<file path="config.mk">
export PLATFORM = sky130hd
export DESIGN_NAME = pt100_table_interpolator_top
export DESIGN_NICKNAME = d
export VERILOG_FILES = /design/src/sv/pti_pkg.sv /design/src/sv/pti_ctrl.sv /design/src/sv/pti_dp.sv /design/src/sv/pt100_table_interpolator_top.sv
export SDC_FILE = /design/constraint.sdc
export NUM_CORES = 1
export LEC_CHECK = 0
export BUFFER_PORTS_ARGS = -buffer_cell sky130_fd_sc_hd__buf_2
export CORE_ASPECT_RATIO = 1.25
export CORE_MARGIN = 2
export CORE_UTILIZATION = 55
export DETAILED_ROUTE_END_ITERATION = 12
export PLACE_DENSITY = 0.73
export SYNTH_ARGS = -nofsm -noshare
export SYNTH_HDL_FRONTEND = slang
export SYNTH_HIERARCHICAL = 1
export SYNTH_SLANG_ARGS = --single-unit
</file>
<file path="constraint.sdc">
create_clock -name clk -period 7.7 [get_ports clk]
set_clock_uncertainty 0.1 [all_clocks]
set_input_delay 0 -clock clk [delete_from_list [all_inputs] [get_ports clk]]
set_output_delay 0 -clock clk [all_outputs]
set_load 0.03 [all_outputs]
</file>
<file path="src/sv/pti_pkg.sv">
// pti_pkg: shared types, constants and the pt100 resistance rom
// used by every other file in the project; depends on nothing
package pti_pkg;

    localparam int TableEntries = 105;
    localparam int RomSize      = 105;
    localparam int EntriesInUse = (TableEntries < 2) ? 2 :
                                  ((TableEntries > RomSize) ? RomSize : TableEntries);
    localparam int IdxW         = (EntriesInUse > 2) ? $clog2(EntriesInUse) : 1;
    localparam int LowestDegree = -42;
    localparam int ResW         = 16;
    localparam int TempW        = 15;
    localparam int FracW        = 9;
    localparam int DivSteps     = 9;
    localparam int CntW         = $clog2(DivSteps);

    localparam logic [ResW-1:0] RomData [RomSize] = '{
        16'd8348,  16'd8388,
        16'd8427,  16'd8467,  16'd8506,  16'd8546,  16'd8585,
        16'd8625,  16'd8664,  16'd8704,  16'd8743,  16'd8783,
        16'd8822,  16'd8862,  16'd8901,  16'd8940,  16'd8980,
        16'd9019,  16'd9059,  16'd9098,  16'd9137,  16'd9177,
        16'd9216,  16'd9255,  16'd9295,  16'd9334,  16'd9373,
        16'd9412,  16'd9452,  16'd9491,  16'd9530,  16'd9569,
        16'd9609,  16'd9648,  16'd9687,  16'd9726,  16'd9765,
        16'd9804,  16'd9844,  16'd9883,  16'd9922,  16'd9961,
        16'd10000, 16'd10039, 16'd10078, 16'd10117, 16'd10156,
        16'd10195, 16'd10234, 16'd10273, 16'd10312, 16'd10351,
        16'd10390, 16'd10429, 16'd10468, 16'd10507, 16'd10546,
        16'd10585, 16'd10624, 16'd10663, 16'd10702, 16'd10740,
        16'd10779, 16'd10818, 16'd10857, 16'd10896, 16'd10935,
        16'd10973, 16'd11012, 16'd11051, 16'd11090, 16'd11129,
        16'd11167, 16'd11206, 16'd11245, 16'd11283, 16'd11322,
        16'd11361, 16'd11400, 16'd11438, 16'd11477, 16'd11515,
        16'd11554, 16'd11593, 16'd11631, 16'd11670, 16'd11708,
        16'd11747, 16'd11786, 16'd11824, 16'd11863, 16'd11901,
        16'd11940, 16'd11978, 16'd12017, 16'd12055, 16'd12094,
        16'd12132, 16'd12171, 16'd12209, 16'd12247, 16'd12286,
        16'd12324, 16'd12363, 16'd12401
    };

    localparam logic [ResW-1:0] RomFirst = RomData[0];
    localparam logic [ResW-1:0] RomLast  = RomData[EntriesInUse-1];

    typedef enum logic [2:0] {
        ST_IDLE,
        ST_CHECK,
        ST_SEARCH,
        ST_FETCH,
        ST_DIVIDE,
        ST_WRITE
    } pti_state_t;

    typedef struct packed {
        logic load;
        logic mark_oor;
        logic search_step;
        logic fetch;
        logic div_step;
        logic write;
    } pti_cmd_t;

    typedef struct packed {
        logic range_bad;
        logic search_done;
        logic div_last;
        logic out_full;
    } pti_status_t;

    function automatic logic [ResW-1:0] rom_value(input logic [IdxW-1:0] idx);
        logic [ResW-1:0] v;
        v = '0;
        if (int'(idx) < RomSize)
        begin
            v = RomData[idx];
        end
        return v;
    endfunction

endpackage

</file>
<file path="src/sv/pti_ctrl.sv">
// pti_ctrl: sequencer for range check, segment search, divide and result write
// depends on pti_pkg
module pti_ctrl
    import pti_pkg::*;
(
    input  logic        clk,
    input  logic        rst_n,
    input  logic        in_valid,
    output logic        in_ready,
    input  logic        out_ready,
    input  pti_status_t status,
    output pti_cmd_t    cmd
);

    pti_state_t state_reg;
    pti_state_t state_next;

    always_ff @(posedge clk or negedge rst_n)
    begin
        if (!rst_n)
        begin
            state_reg <= ST_IDLE;
        end
        else
        begin
            state_reg <= state_next;
        end
    end

    always_comb
    begin
        state_next = state_reg;
        cmd        = '0;
        in_ready   = 1'b0;
        case (state_reg)
            ST_IDLE:
            begin
                in_ready = 1'b1;
                if (in_valid)
                begin
                    cmd.load   = 1'b1;
                    state_next = ST_CHECK;
                end
            end
            ST_CHECK:
            begin
                if (status.range_bad)
                begin
                    cmd.mark_oor = 1'b1;
                    state_next   = ST_WRITE;
                end
                else
                begin
                    state_next = ST_SEARCH;
                end
            end
            ST_SEARCH:
            begin
                if (status.search_done)
                begin
                    state_next = ST_FETCH;
                end
                else
                begin
                    cmd.search_step = 1'b1;
                end
            end
            ST_FETCH:
            begin
                cmd.fetch  = 1'b1;
                state_next = ST_DIVIDE;
            end
            ST_DIVIDE:
            begin
                cmd.div_step = 1'b1;
                if (status.div_last)
                begin
                    state_next = ST_WRITE;
                end
            end
            ST_WRITE:
            begin
                if (!status.out_full || out_ready)
                begin
                    cmd.write  = 1'b1;
                    state_next = ST_IDLE;
                end
            end
            default:
            begin
                state_next = ST_IDLE;
            end
        endcase
    end

endmodule

</file>
<file path="src/sv/pti_dp.sv">
// pti_dp: search bounds, restoring divider, temperature assembly, output register
// depends on pti_pkg
module pti_dp
    import pti_pkg::*;
(
    input  logic                    clk,
    input  logic                    rst_n,
    input  logic [ResW-1:0]         resistance_centiohm,
    input  logic                    out_ready,
    input  pti_cmd_t                cmd,
    output pti_status_t             status,
    output logic                    out_valid,
    output logic signed [TempW-1:0] temperature_q8,
    output logic                    out_of_range
);

    logic [ResW-1:0]         r_reg;
    logic [IdxW-1:0]         lo_reg;
    logic [IdxW-1:0]         hi_reg;
    logic [IdxW-1:0]         seg_reg;
    logic [ResW-1:0]         span_reg;
    logic [ResW-1:0]         rem_reg;
    logic [FracW-1:0]        q_reg;
    logic [CntW-1:0]         cnt_reg;
    logic                    oor_reg;
    logic                    out_valid_reg;
    logic signed [TempW-1:0] temp_reg;
    logic                    out_oor_reg;

    logic [IdxW:0]           mid_sum;
    logic [IdxW-1:0]         mid;
    logic [IdxW-1:0]         seg_next;
    logic [ResW-1:0]         lo_val;
    logic [ResW-1:0]         hi_val;
    logic [ResW:0]           trial;
    logic                    ge;
    logic [ResW:0]           diff;
    logic                    span_zero;
    logic [FracW-1:0]        frac;
    logic                    inexact;
    logic signed [15:0]      base_deg;
    logic signed [15:0]      base_q8;
    logic signed [15:0]      val_raw;
    logic signed [15:0]      val_adj;

    assign mid_sum  = {1'b0, lo_reg} + {1'b0, hi_reg};
    assign mid      = mid_sum[IdxW:1];
    assign seg_next = lo_reg - IdxW'(1);
    assign lo_val   = rom_value(seg_next);
    assign hi_val   = rom_value(lo_reg);

    assign trial = (cnt_reg == '0) ? {1'b0, rem_reg} : {rem_reg, 1'b0};
    assign ge    = trial >= {1'b0, span_reg};
    assign diff  = trial - {1'b0, span_reg};

    assign span_zero = (span_reg == '0);
    assign frac      = span_zero ? '0 : q_reg;
    assign inexact   = !span_zero && (rem_reg != '0);
    assign base_deg  = 16'(seg_reg) + 16'(LowestDegree);
    assign base_q8   = base_deg <<< 8;
    assign val_raw   = base_q8 + 16'(frac);
    assign val_adj   = (base_q8 < 0 && inexact && val_raw < 0) ? val_raw + 16'sd1 : val_raw;

    always_ff @(posedge clk)
    begin
        if (cmd.load)
        begin
            r_reg   <= resistance_centiohm;
            lo_reg  <= IdxW'(1);
            hi_reg  <= IdxW'(EntriesInUse - 1);
            oor_reg <= 1'b0;
        end
        if (cmd.mark_oor)
        begin
            oor_reg <= 1'b1;
        end
        if (cmd.search_step)
        begin
            if (r_reg <= rom_value(mid))
            begin
                hi_reg <= mid;
            end
            else
            begin
                lo_reg <= mid + IdxW'(1);
            end
        end
        if (cmd.fetch)
        begin
            seg_reg  <= seg_next;
            span_reg <= hi_val - lo_val;
            rem_reg  <= r_reg - lo_val;
            q_reg    <= '0;
            cnt_reg  <= '0;
        end
        if (cmd.div_step)
        begin
            rem_reg <= ge ? diff[ResW-1:0] : trial[ResW-1:0];
            q_reg   <= {q_reg[FracW-2:0], ge};
            cnt_reg <= cnt_reg + CntW'(1);
        end
        if (cmd.write)
        begin
            out_oor_reg <= oor_reg;
            temp_reg    <= oor_reg ? '0 : val_adj[TempW-1:0];
        end
    end

    always_ff @(posedge clk or negedge rst_n)
    begin
        if (!rst_n)
        begin
            out_valid_reg <= 1'b0;
        end
        else if (cmd.write)
        begin
            out_valid_reg <= 1'b1;
        end
        else if (out_ready)
        begin
            out_valid_reg <= 1'b0;
        end
    end

    assign status.range_bad   = (r_reg < RomFirst) || (r_reg > RomLast);
    assign status.search_done = (lo_reg == hi_reg);
    assign status.div_last    = (cnt_reg == CntW'(DivSteps - 1));
    assign status.out_full    = out_valid_reg;

    assign out_valid      = out_valid_reg;
    assign temperature_q8 = temp_reg;
    assign out_of_range   = out_oor_reg;

endmodule

</file>
<file path="src/sv/pt100_table_interpolator_top.sv">
// pt100_table_interpolator_top: pt100 resistance to q8 temperature converter
// depends on pti_pkg, pti_ctrl, pti_dp
//
// channel   direction  handshake             payload
// input     in         in_valid / in_ready   resistance_centiohm[15:0]
// output    out        out_valid / out_ready temperature_q8[14:0], out_of_range
//
// one word at a time: accept, range check, binary search, fetch, divide and write,
// in that order; an out of range word goes from the range check straight to write
// the search length is set by the rom depth, the divide by the 9 quotient bits
// a finished word waits in the output register; the next word is taken meanwhile
// and stalls only in the write cycle while that register is still full
// reset clears the sequencer and the output valid; no clearing pass
module pt100_table_interpolator_top
    import pti_pkg::*;
(
    input  logic                    clk,
    input  logic                    rst_n,
    input  logic                    in_valid,
    output logic                    in_ready,
    input  logic [ResW-1:0]         resistance_centiohm,
    output logic                    out_valid,
    input  logic                    out_ready,
    output logic signed [TempW-1:0] temperature_q8,
    output logic                    out_of_range
);

    pti_cmd_t    cmd;
    pti_status_t status;

    pti_ctrl u_ctrl (
        .clk       (clk),
        .rst_n     (rst_n),
        .in_valid  (in_valid),
        .in_ready  (in_ready),
        .out_ready (out_ready),
        .status    (status),
        .cmd       (cmd)
    );

    pti_dp u_dp (
        .clk                 (clk),
        .rst_n               (rst_n),
        .resistance_centiohm (resistance_centiohm),
        .out_ready           (out_ready),
        .cmd                 (cmd),
        .status              (status),
        .out_valid           (out_valid),
        .temperature_q8      (temperature_q8),
        .out_of_range        (out_of_range)
    );

endmodule

</file>
==> implementation parameters <==
Parameter                              Value

Cells and area
  Area added between synthesis and finish    5.44%
  Most common library cell in the layout ignoring fill and taps    sky130_fd_sc_hd__nand2_1
  Share of the core filled with cells in the final layout    58.7%
  FILL cells    2,210
  Share of layout cells above drive strength 1    8.82%
  Layout Nets    1,825
  Commonest cells after routing, fill and taps aside    177 x sky130_fd_sc_hd__nand2_1, 163 x sky130_fd_sc_hd__nor2_1, 155 x sky130_fd_sc_hd__a21oi_1

Synth
  Gate count of the mapped netlist    1,737
  Post-synthesis async set-or-reset flop share    3.88%
  Synthesized area per cell    7.58 µm²
  Distinct cells, synth    93
  Fraction of the yosys area taken by sequential cells    22.2%
  #FFs+latches synth    103
  Cell area after synthesis    0.0132 mm²
  Leading register cell type out of synthesis    sky130_fd_sc_hd__edfxtp_1
  Number of synthesis warnings    6
  Number of enable flip-flop cells after synthesis    84
  Number of nets produced by synthesis    1,867

Drt
  DRC violations left    0
  DRT Wirelength    39,500 µm
  Violation count after the first detailed-route iteration    1,615
  Post-route antenna net violation count    0
  Average detailed-routed wire length per instance    19.8 µm
  DR vias    13,500
  Number of detailed-route iterations in the first pass    7
  Vias/cell    6.77

Flow run
  Max-cap viol count    0

Clocking
  Clock tree from TritonCTS    built
  Level count of the clock H-tree    3
  Hold buffer count at cts    20
  Clock tree root buffer cell    sky130_fd_sc_hd__clkbuf_16
  Post-CTS setup buffer count    0
  Count of cells resized by post-cts repair    0
  Total clock buffers created by CTS    9
  Clock-pin slew of the registers on the worst-case setup and hold paths    0.08 ns
  Sinks on Clock Net    103
  Number of buffers between clock root and the deepest sink    2
  Clk Latency, worst-skew pair    0.35 ns

Critical path
  Logic depth of the worst register-to-register path    20
  Critical Path Fanout Max    75
  Signal arrival time at the worst endpoint    6.90 ns
  Nature of the critical path endpoint    register
  Element type at the critical path start    register
  Critical path class    register to register
  Data required time at the worst endpoint    7.80 ns

Pwr
  Leakage power summed over all cells    5.34 nW
  Fraction of power spent switching nets    50.9%
  Power per Cell Area    424 mW/mm²
  Net switching power    0.00300 W
  Portion of total power attributed to combinational logic    74.2%
  Internal power contribution    0.00289 W
  Part of the power in the clock network    7.6%
  Relative contribution of sequential cells to total power    18.2%
  IR drop worst, VDD    0.265 mV

Global route
  Number of global-route vias before repair    12,500
  Largest net degree at the start of global routing    76
  Antenna violations before repair    0
  Grt total ovfl    0
  Wire length of the first global-routing pass    64,000 µm
  Overall global routing resource usage    31.2%

Die
  Initial Utilization    55.7%
  Height of the die    177 µm
  Number of standard-cell rows in the floorplan    63
  Area of the core region    0.0236 mm²
  Ports placed on the boundary    38
  Die extent in x    142 µm
  DIE AREA    0.0252 mm²

Timing
  Measured slew at the worst slew-check pin    1.08 ns
  Number of pins exceeding their max-slew limit in the final report    0
  Final critical path time including I/O delays and setup    6.80 ns
  Headroom to the max-slew limit    28.0%
  Final count of hold timing violations    0
  Final-report setup violation count    0
  Final setup TNS    0 ns
  Final critical-path share of the clock period    88.3%
  Top achievable clock speed    147 MHz
  Unrepaired setup endpoints after global routing    false

Place
  Port Buf Inserts    37
  HPWL after DPL    28,000 µm
  Placer's final routability congestion estimate    1.00

Run status
  Outcome    complete, no violations

Hold path
  Classification of the worst-slack hold path    input pin to register
  Hold-critical path depth    2
[Yosys cell counts, drive strengths merged (10+ instances only)]
cell     count  area, µm²
nand2      177        664
nor2       167        634
a21oi      157        801
o21ai      157        790
ha         105       1310
edfxtp      84       2520
clkbuf      83        313
buf         61        307
inv         58        218
o211ai      50        375
nor3        48        245
xnor2       46        452
nand3       41        205
a211oi      36        275
a31oi       35        219
mux2i       29        290
xor2        28        245
a21o        25        188
nand2b      24        158
and2        19        119
mux2        19        214
a311oi      16        140
nor2b       16        108
dfxtp       15        300
nand4       15       93.8
nor4        15        100
o311ai      15        131
o22ai       12       75.1
or3         12       75.1
nor3b       11       93.8
o221ai      11       96.3
o31ai       11       82.6
a2111oi     10       87.6
[logic make-up (layout without fill, tap and decap cells)]
family / count (synthesis) / in the layout / synth area share (%)
other: 0 / 1 / 0
muxes: 52 / 52 / 4.54
adders and majority gates: 110 / 110 / 10.7
and+or+nand+nor: 581 / 581 / 21.0
AOI/OAI and AO/OA: 611 / 611 / 29.8
DFF: 103 / 103 / 22.2
buffers and inverters: 206 / 169 / 6.47
xor gates and xnor gates: 74 / 74 / 5.29
[metrics by stage]
step / instances / hold slack (ns) / cell area (µm²) / worst slack [ns] / power (W)
6_report: 1993 / 0.250 / 13900 / 0.901 / 0.00589
3_3_place_gp: 1956 / -0.290 / 13400 / 1.41 / 0.00524
5_1_grt: 1992 / 0.249 / 13900 / 0.365 / 0.00638
2_1_floorplan: 1737 / -0.396 / 13200 / 2.22 / 0.00439
3_5_place_dp: 1956 / -0.293 / 13400 / 1.21 / 0.00532
4_1_cts: 1992 / 0.241 / 13900 / 1.15 / 0.00579
[power by group through the flow]
stage	logic [W]	clock network (W)	registers (W)
after global placement	0.00416	0	0.00107
after global routing	0.00481	0.000474	0.00109
after CTS	0.00427	0.000460	0.00107
after floorplan	0.00331	0	0.00108
after detailed placement	0.00424	0	0.00108
final	0.00437	0.000448	0.00107
[cell type report]
type | instances | area, µm² | share of cell area, %
multi-input combinational | 1428 | 9430 | 67.9
timing repair buffer | 91 | 641 | 4.61
tap | 292 | 365 | 2.63
clock inverter | 7 | 66.3 | 0.477
sequential | 103 | 2930 | 21.1
inverter | 62 | 233 | 1.68
antenna | 1 | 2.50 | 0.0180
clock buffer | 9 | 225 | 1.62
[final timing paths]
path	start	endpoint	slack, ns
max in group asynchronous	rst_n	u_ctrl/state_reg[2]$_DFFE_PN0P_	6.90
min	resistance_centiohm[2]	u_dp/r_reg[2]$_DFFE_PP_	0.25
min reg2reg	u_dp/hi_reg[0]$_DFF_P_	u_dp/hi_reg[0]$_DFF_P_	0.39
min in group asynchronous	rst_n	u_dp/out_valid$_DFFE_PN0P_	0.43
max reg2reg	u_dp/lo_reg[1]$_DFF_P_	u_dp/rem_reg[15]$_DFFE_PP_	0.90
max	u_dp/lo_reg[1]$_DFF_P_	u_dp/rem_reg[15]$_DFFE_PP_	0.90
[critical path, stage by stage, from the launching register on]
cell and delay, ns:
sky130_fd_sc_hd__dfxtp_1 0.86, sky130_fd_sc_hd__inv_1 0.40, sky130_fd_sc_hd__ha_1 0.44, sky130_fd_sc_hd__inv_1 0.24, sky130_fd_sc_hd__ha_2 0.20, sky130_fd_sc_hd__buf_4 0.57, sky130_fd_sc_hd__mux2_2 0.28, sky130_fd_sc_hd__o32ai_1 0.08
sky130_fd_sc_hd__a2111oi_0 0.82, sky130_fd_sc_hd__o21ai_0 0.20, sky130_fd_sc_hd__a21oi_1 0.18, sky130_fd_sc_hd__a31oi_1 0.14, sky130_fd_sc_hd__ha_1 0.41, sky130_fd_sc_hd__and2_1 0.18, sky130_fd_sc_hd__o2111a_1 0.24, sky130_fd_sc_hd__o21ai_0 0.25
sky130_fd_sc_hd__nand3_1 0.15, sky130_fd_sc_hd__a311oi_1 0.36, sky130_fd_sc_hd__xor2_1 0.20, sky130_fd_sc_hd__o22ai_1 0.10, sky130_fd_sc_hd__nor3_1 0.19
[routing by layer]
metal  GRT usage (%)  wire [µm]
met3            4.63       3080
met5               0          0
met1            40.1      16100
met2            51.6      18500
met4            14.3       1880
Power figures use the tool's default switching activity.
